$ cat src/design/wemb_pkg.sv
`timescale 1ns / 1ps

package wemb_pkg;

    // default sizes of the block
    localparam int NUM_ROWS_DEF      = 1024;
    localparam int MAX_VALUE_DIM_DEF = 16;
    localparam int MAX_BAG_DIM_DEF   = 256;

    // field widths
    localparam int ROW_W    = 10;
    localparam int FEAT_W   = 4;
    localparam int WORD_W   = 16;
    localparam int PROD_W   = 32;
    localparam int SUM_W    = 40;
    localparam int S_DATA_W = 48;
    localparam int M_DATA_W = 48;

    // configuration port
    localparam int CFG_IDX_W  = 2;
    localparam int CFG_DATA_W = 9;
    localparam int VDIM_W     = 5;
    localparam int BDIM_W     = 9;

    localparam logic [CFG_IDX_W-1:0] CFG_VALUE_DIM = CFG_IDX_W'(0);
    localparam logic [CFG_IDX_W-1:0] CFG_BAG_DIM   = CFG_IDX_W'(1);

    // request kinds on tuser
    localparam logic REQ_LOAD = 1'b0;
    localparam logic REQ_ELEM = 1'b1;

    typedef enum logic [2:0] {
        ST_IDLE,
        ST_RUN,
        ST_DRAIN,
        ST_EMIT_RD,
        ST_EMIT_LD
    } state_t;

    // control from the sequencer to the multiply-accumulate unit
    typedef struct packed {
        logic issue;    // start one feature of a bag element
        logic emit_rd;  // read one accumulator for output
        logic first;    // first element of the bag: overwrite
        logic row_ok;   // row in range, else product is zero
    } mac_ctrl_t;

endpackage

$ cat src/design/wemb_mac.sv
`timescale 1ns / 1ps

module wemb_mac #(
    parameter int MAX_VALUE_DIM = wemb_pkg::MAX_VALUE_DIM_DEF,
    parameter int FW            = (MAX_VALUE_DIM > 1) ? $clog2(MAX_VALUE_DIM) : 1
) (
    input  logic                        aclk,
    input  logic                        aresetn,
    input  wemb_pkg::mac_ctrl_t         ctrl,
    input  logic [FW-1:0]               addr,
    input  logic [wemb_pkg::WORD_W-1:0] weight,
    input  logic [wemb_pkg::WORD_W-1:0] tbl_data,
    output logic [wemb_pkg::SUM_W-1:0]  acc_data,
    output logic                        busy
);

    logic [wemb_pkg::SUM_W-1:0]  acc_mem [MAX_VALUE_DIM];
    logic [wemb_pkg::SUM_W-1:0]  acc_q_reg;
    logic [wemb_pkg::SUM_W-1:0]  acc_q2_reg;
    logic signed [wemb_pkg::PROD_W-1:0] prod_reg;
    logic [FW-1:0]               f1_reg;
    logic [FW-1:0]               f2_reg;
    logic                        v1_reg;
    logic                        v2_reg;
    logic                        first1_reg;
    logic                        first2_reg;
    logic                        ok1_reg;
    logic signed [wemb_pkg::PROD_W-1:0] mul;
    logic signed [wemb_pkg::PROD_W-1:0] prod;
    logic [wemb_pkg::SUM_W-1:0]  prod_ext;
    logic [wemb_pkg::SUM_W-1:0]  acc_new;

    // stage 0: accumulator read for mac or output
    always_ff @(posedge aclk) begin
        if (ctrl.issue || ctrl.emit_rd) begin
            acc_q_reg <= acc_mem[addr];
        end
    end

    always_ff @(posedge aclk) begin
        if (!aresetn) begin
            v1_reg <= 1'b0;
            v2_reg <= 1'b0;
        end else begin
            v1_reg <= ctrl.issue;
            v2_reg <= v1_reg;
        end
    end

    always_ff @(posedge aclk) begin
        f1_reg     <= addr;
        first1_reg <= ctrl.first;
        ok1_reg    <= ctrl.row_ok;
        f2_reg     <= f1_reg;
        first2_reg <= first1_reg;
        acc_q2_reg <= acc_q_reg;
        prod_reg   <= prod;
    end

    // stage 1: the shared multiplier, signed product kept apart from the zero select
    assign mul  = $signed(tbl_data) * $signed(weight);
    assign prod = ok1_reg ? mul : '0;

    // stage 2: add and write back, wraps modulo 2^40
    assign prod_ext = wemb_pkg::SUM_W'(prod_reg);
    assign acc_new  = first2_reg ? prod_ext : (acc_q2_reg + prod_ext);

    always_ff @(posedge aclk) begin
        if (v2_reg) begin
            acc_mem[f2_reg] <= acc_new;
        end
    end

    assign acc_data = acc_q_reg;
    assign busy     = v1_reg || v2_reg;

endmodule

$ cat config.mk
export PLATFORM = sky130hd
export DESIGN_NAME = wemb_mac
export DESIGN_NICKNAME = d
export VERILOG_FILES = /design/src/design/wemb_pkg.sv /design/src/design/wemb_mac.sv
export SDC_FILE = /design/constraint.sdc
export NUM_CORES = 1
export LEC_CHECK = 0
export BUFFER_PORTS_ARGS = -buffer_cell sky130_fd_sc_hd__buf_2
export CAP_MARGIN = 0
export CELL_PAD_IN_SITES_DETAIL_PLACEMENT = 1
export CELL_PAD_IN_SITES_GLOBAL_PLACEMENT = 1
export CORE_MARGIN = 8
export CORE_UTILIZATION = 45
export DETAILED_ROUTE_END_ITERATION = 8
export PLACE_DENSITY_LB_ADDON = 0.1
export SLEW_MARGIN = 20
export SYNTH_ARGS = -nofsm -noshare
export SYNTH_HDL_FRONTEND = slang
export SYNTH_SLANG_ARGS = --single-unit
$ cat constraint.sdc
create_clock -name aclk -period 12.7 [get_ports aclk]
set_input_delay 1.905 -clock aclk [delete_from_list [all_inputs] [get_ports aclk]]
set_output_delay 1.905 -clock aclk [all_outputs]
set_load 0.01 [all_outputs]
==> reports/results.tsv, run 1 <==
metric	value	unit
final_common_cell	edfxtp_1	
hold_buffers	0	
largest_register_ffs	640	
synth_cells	2498	
layout_common_cells	edfxtp_1 (680), inv_1 (297), fa_1 (263)	
grt_max_degree	82	
cp.arrival	8.19	ns
multiInputGateArea	15720	sq um
synthArstFlopShare	0	%
diodes	0	
path_delay_family	adder cells	
hold_class	reg -> reg	
cts_tree	built	
synth_edf_count	680	
cts.sinks	765	
finalNonFillerCells	3837	
critPathKind	in -> reg	
layout_min_cycle_time	7.698	ns
reg2reg_depth	11	
synthToLayoutAreaGrowth	11.69	%
yosysTopAreaCellShare	52.15	%
tns	0	ns
critical_path.startpoint	weight[1]	
io_pins	83	
clk_pin_slew	0.06	ns
layout_setup_ws	5.002	ns
place_hpwl	62120	um
power_frac_comb	49.5	%
via_count	21218	
r2r_slack	8.44	ns
slew_headroom	30.76	%
p_int	6.782	mW
cts-buffers-inserted	75	
first_global_vias	24106	
swShare	38.29	%
netSwitchingPower	4.208	mW
syn-mean-instance-area	15.67	sq um
grt_setup_unrepaired	false	
r2r_start	prod_reg[1]$_SDFF_PN0_	
crit_end	prod_reg[31]$_SDFF_PN0_	
final_nets	3049	
cp-start-kind	primary input	
path_buf_inv	4	
die_w	311.0	um
track_usage	20.44	%
critPathSlowestCell	fa_1	
critPathCaptureType	flop	
synth_nets	2924	
final_max_slew_viol_count	0	
timing.fmax	129.9	MHz
critPathMaxStageDelay	0.54	ns
crit_chain	buf_2, nand2_1, fa_1, fa_1, fa_1, inv_1, fa_1, fa_1, inv_1, fa_1, inv_1, ha_1, a21oi_1, o21ai_0, or3_1, a21oi_1, o21ai_0, and2_1, o31a_1, o31ai_2, nand4_1, o311ai_0	
r2r_end	acc_mem[15][33]$_DFFE_PP_	
cts-root-buf	clkbuf_16	
p_leak	16.38	nW
met2_usage	34.99	%
yosysWarnings	0	
tightest_slew	1.032	ns
synth_area	39160	sq um
first_pass_iters	5	
start_util	45.27	%
num_rows	108	
place_ws	4.314	ns
finalCritPeriodShare	60.61	%
max_cap_viol_count	0	
htreeDepth	3	
hold_path_depth	0	
port-buffer-count	82	
drive_gt1_share	17.90	%
synth_cell_types	56	
avgRoutedWirePerCell	25.36	um
cp_common_cell	fa_1	
synth_seq_cells	765	
yosysSeqAreaShare	56.50	%
dieHeight	311.0	um
drc	0	
cp.required	13.19	ns
cts_buffer_depth	3	
clk_latency	0.63	ns
status	finished clean	
crit_fanout	16	
finClkSkew	0.03054	ns
viasPerCell	5.530	
seq_area	22120	sq um
busiest_layer	met2	
met1_usage	28.17	%
post_cts_buffers	0	
synthFlopType	edfxtp_1	
power.share.clock	20.4	%
synth_area_leader_cell	edfxtp_1	
antenna_found_initial	0	
netlist_top_cells_area	edfxtp_1 (52%), fa_1 (13%), mux4_2 (12%)	
use_met3	2.330	%
detail_route.wirelength	97320	um
drtIter0Drc	1340	
placed_cells	3700	
vdd_drop_max	0.0002202	V
coreArea	86480	sq um
ctsResizeCount	0	
cp.depth	22	
grt_overflow	0	
hold_violations	0	
grt_pass1_wl	151800	um
seqPwrFrac	30.1	%
die-area	96710	sq um
gp_congestion	0.8362	
p_per_area	251.3	nW/um^2
num-fill-cells	8301	
finalSetupViolCount	0	
ant_nets	0	
[per-layer routing]
metal | share of wire, % | vias to the layer above
met3 | 4.0 | 108
met2 | 50 | 453
li1 | - | 9244
met1 | 44 | 11413
met4 | 1.6 | 0
met5 | 0 | -
[cell type report]
type                            count  share of cell area [%]
Clock inverter                     38                   1.021
Inverter                          297                   2.549
Tap cell                         1155                   3.305
Clock buffer                       98                   4.604
Timing Repair Buffer              138                   1.988
Multi-Input combinational cell   1346                   35.94
Sequential cell                   765                   50.59
[power by group through the flow]
stage / Combinational, mW / Clock (mW) / Sequential (mW)
floorplan: 4.04 / 0 / 3.32
global placement: 5.31 / 0 / 3.35
detailed placement: 5.43 / 0 / 3.35
CTS: 5.54 / 2.29 / 3.31
global route: 6.27 / 2.38 / 3.31
finish: 5.44 / 2.24 / 3.31
[cell usage after synthesis (26+ instances only)]
library cell	n
a21o_1	26
a21oi_1	50
and2_1	136
clkbuf_1	72
dfxtp_1	85
edfxtp_1	680
fa_1	263
ha_1	121
inv_1	297
mux4_2	200
nand2_1	171
nor2_1	85
o21ai_0	66
xnor2_1	36
[worst reg2reg max path, cell delays in order (launching register included)]
cell	delay [ns]
dfxtp_1	0.46
ha_1	0.30
a211oi_1	0.27
nor2_1	0.14
o31ai_1	0.60
a211o_1	0.27
a21oi_1	0.19
o21a_1	0.30
a31o_2	0.28
a21oi_1	0.17
xor2_1	0.11
o21ai_1	0.81
[how the worst min path moves through the flow]
| stage | startpoint | endpoint | slack, ns |
|---|---|---|---|
| 5_1_grt | f1_reg[2]$_DFF_P_ | f2_reg[2]$_DFF_P_ | 0.33 |
| 2_1_floorplan | f1_reg[0]$_DFF_P_ | f2_reg[0]$_DFF_P_ | 0.31 |
| 3_5_place_dp | first1_reg$_DFF_P_ | first2_reg$_DFF_P_ | 0.31 |
| 3_3_place_gp | f1_reg[2]$_DFF_P_ | f2_reg[2]$_DFF_P_ | 0.31 |
| 6_report | f1_reg[1]$_DFF_P_ | f2_reg[1]$_DFF_P_ | 0.32 |
| 4_1_cts | f1_reg[1]$_DFF_P_ | f2_reg[1]$_DFF_P_ | 0.32 |
[per-stage QoR]
step	cell area, sq um	utilization, %	power (mW)	hold WS (ns)
floorplan	39160	-	7.360	0.3096
CTS	43690	50.52	11.14	0.3249
detailed placement	41230	47.67	8.789	0.3134
global placement	41220	47.67	8.660	0.3113
global route	43730	50.57	11.96	0.3268
finish	43730	50.57	10.99	0.3234
[logic make-up after synthesis]
kind of cell	synth area share, %
DFF	56.50
and+or+nand+nor	5.982
buffers and inverters	3.710
adders and majority gates	17.31
AOI/OAI and AO/OA	3.621
muxes	11.56
xor gates and xnor gates	1.320
No activity file was read; power rests on OpenSTA's default activity.
==> run 2, diff against run 1 <==
--- a/config.mk
+++ b/config.mk
@@ -5,6 +5,7 @@
 export SDC_FILE = /design/constraint.sdc
 export NUM_CORES = 1
 export LEC_CHECK = 0
+export ABC_AREA = 1
 export BUFFER_PORTS_ARGS = -buffer_cell sky130_fd_sc_hd__buf_2
 export CAP_MARGIN = 0
 export CELL_PAD_IN_SITES_DETAIL_PLACEMENT = 1
==> constraint.sdc (replaced) <==
create_clock -name aclk -period 7.3 [get_ports aclk]
set_input_delay 1.095 -clock aclk [delete_from_list [all_inputs] [get_ports aclk]]
set_output_delay 1.095 -clock aclk [all_outputs]
set_load 0.01 [all_outputs]
==> reports/results.tsv, run 2 <==
metric	value	unit
start_util	45.25	%
layout_setup_ws	1.029	ns
cp.required	7.88	ns
clk_pin_slew	0.06	ns
grt_max_degree	154	
final_nets	4485	
cts-root-buf	clkbuf_16	
final_max_slew_viol_count	0	
ant_nets	0	
grt_pass1_wl	192000	um
synth_cell_types	43	
hold_class	reg -> reg	
drtIter0Drc	2045	
p_per_area	462.5	nW/um^2
yosysTopAreaCellShare	47.71	%
hold_path_depth	0	
dieHeight	324.4	um
placed_cell_area	44360	sq um
power_frac_comb	55.1	%
clk_latency	0.65	ns
p_leak	20.33	nW
finClkSkew	0.03655	ns
final_area	46960	sq um
reg2reg_depth	15	
max_cap_viol_count	0	
yosysSeqAreaShare	51.69	%
cts_buffer_depth	3	
finalNonFillerCells	5393	
synthToLayoutAreaGrowth	9.733	%
placed_cells	5240	
slew_headroom	30.18	%
worst_hold_slack	0.3259	ns
cts_tree	built	
avgRoutedWirePerCell	23.49	um
critPathKind	in -> reg	
via_count	29317	
crit_fanout	16	
synth_area_leader_cell	edfxtp_1	
detail_route.wirelength	126700	um
syn-mean-instance-area	10.59	sq um
htreeDepth	3	
layout_min_cycle_time	6.271	ns
critPathMaxStageDelay	0.70	ns
swShare	46.56	%
cp-start-kind	primary input	
place_hpwl	83510	um
viasPerCell	5.436	
coreArea	94590	sq um
synthArstFlopShare	0	%
synth_common_cells	nand2_1 (763), inv_1 (728), edfxtp_1 (680), fa_1 (263), a21oi_1 (229)	
ctsResizeCount	0	
layout_common_cells	nand2_1 (763), inv_1 (727), edfxtp_1 (680)	
drc	0	
tns	0	ns
synth_cells	4042	
status	finished clean	
total_power	21.72	mW
num_rows	113	
cts.sinks	765	
die-area	105200	sq um
hold_buffers	0	
grt_setup_unrepaired	false	
cp_common_cell	fa_1	
synth_edf_count	680	
cp.arrival	6.85	ns
gp_congestion	0.9070	
timing.fmax	159.5	MHz
critPathSlowestCell	fa_1	
crit_chain	buf_2, nand2_1, inv_1, fa_1, fa_1, buf_4, fa_1, fa_1, fa_1, inv_1, fa_1, inv_1, ha_1, nand2_1, o21ai_0, a21oi_1, o21a_1, nand3_1, nand2_1, nor2_1	
synth_seq_cells	765	
yosysWarnings	0	
antenna_found_initial	6	
netlist_top_cells_area	edfxtp_1 (48%), fa_1 (12%), nand2_1 (6.7%)	
p_int	11.61	mW
grt_overflow	0	
cts-buffers-inserted	82	
drive_gt1_share	7.758	%
utilization	49.65	%
finalSetupViolCount	0	
vdd_drop_max	0.0006122	V
track_usage	23.90	%
first_pass_iters	5	
final_common_cell	nand2_1	
finalCritPeriodShare	85.91	%
die_w	324.4	um
synth_area	42800	sq um
power.share.clock	18.7	%
synthFlopType	edfxtp_1	
place_ws	0.4458	ns
largest_register_ffs	640	
post_cts_buffers	0	
hold_violations	0	
netSwitchingPower	10.11	mW
first_global_vias	31152	
seqPwrFrac	26.2	%
port-buffer-count	82	
yosysMostFrequentCell	nand2_1	
io_pins	83	
tightest_slew	1.046	ns
critPathCaptureType	flop	
synth_nets	4468	
run 2: changes by cell type in the layout (fill, tap and decap cells not counted), sizes merged, moves of 158 or more:
cell    delta
o211ai   +158
mux2i    +159
mux4     -200
nand2    +607
inv      +444
a21oi    +185
o21ai    +161
run 2: layer usage:
| metal | global-route usage, % | share of wire (%) | vias to the layer above |
|---|---|---|---|
| li1 | - | - | 13363 |
| met1 | 34.05 | 46 | 15120 |
| met2 | 39.01 | 47 | 674 |
| met3 | 3.032 | 5.0 | 160 |
| met4 | 5.552 | 2.0 | 0 |
| met5 | 0 | 0 | - |
run 2: critical path: cells and delay by family:
family                   cells  cell delay (ns)
AND/OR/NAND/NOR              5             0.56
adder cells (fa/ha/maj)      7             3.60
AO/OA/AOI/OAI                3             0.79
buffers and inverters        5             0.77
run 2: cell type report:
class,count,area (sq um)
repair buffers,115,726.9
multi-input cells,2350,17130
clock inverters,46,417.9
inverters,745,2804
fillers,10212,47630
flip-flops and latches,765,22120
well taps,1265,1583
clock buffers,104,2175
diodes,3,7.507
run 2: power by group through the flow:
stage	clock, mW	combinational [mW]	sequential (mW)
2_1_floorplan	0	8.13	5.67
3_3_place_gp	0	11.7	5.79
3_5_place_dp	0	11.8	5.80
4_1_cts	4.12	11.9	5.70
5_1_grt	4.26	13.6	5.71
6_report	4.06	12.0	5.70
run 2: path summary, 6_finish.rpt:
path	from	endpoint	slack [ns]
max	tbl_data[15]	prod_reg[28]$_SDFF_PN0_	1.03
min reg2reg	f1_reg[1]$_DFF_P_	f2_reg[1]$_DFF_P_	0.33
min	f1_reg[1]$_DFF_P_	f2_reg[1]$_DFF_P_	0.33
max reg2reg	acc_q2_reg[0]$_DFF_P_	acc_mem[0][32]$_DFFE_PP_	3.74
run 2: kinds of logic (layout without fill, tap and decap cells):
kind of cell             after synthesis  count (layout)  synth area share (%)
adder cells (fa/ha/maj)              384             384                 15.84
AND/OR/NAND/NOR                     1139            1139                 11.02
flip-flops                           765             765                 51.69
other                                  0               3                     0
AO/OA/AOI/OAI                        656             656                 8.879
buffers and inverters                927            1010                 8.601
multiplexers                         160             160                 3.742
XOR/XNOR                              11              11                0.2251
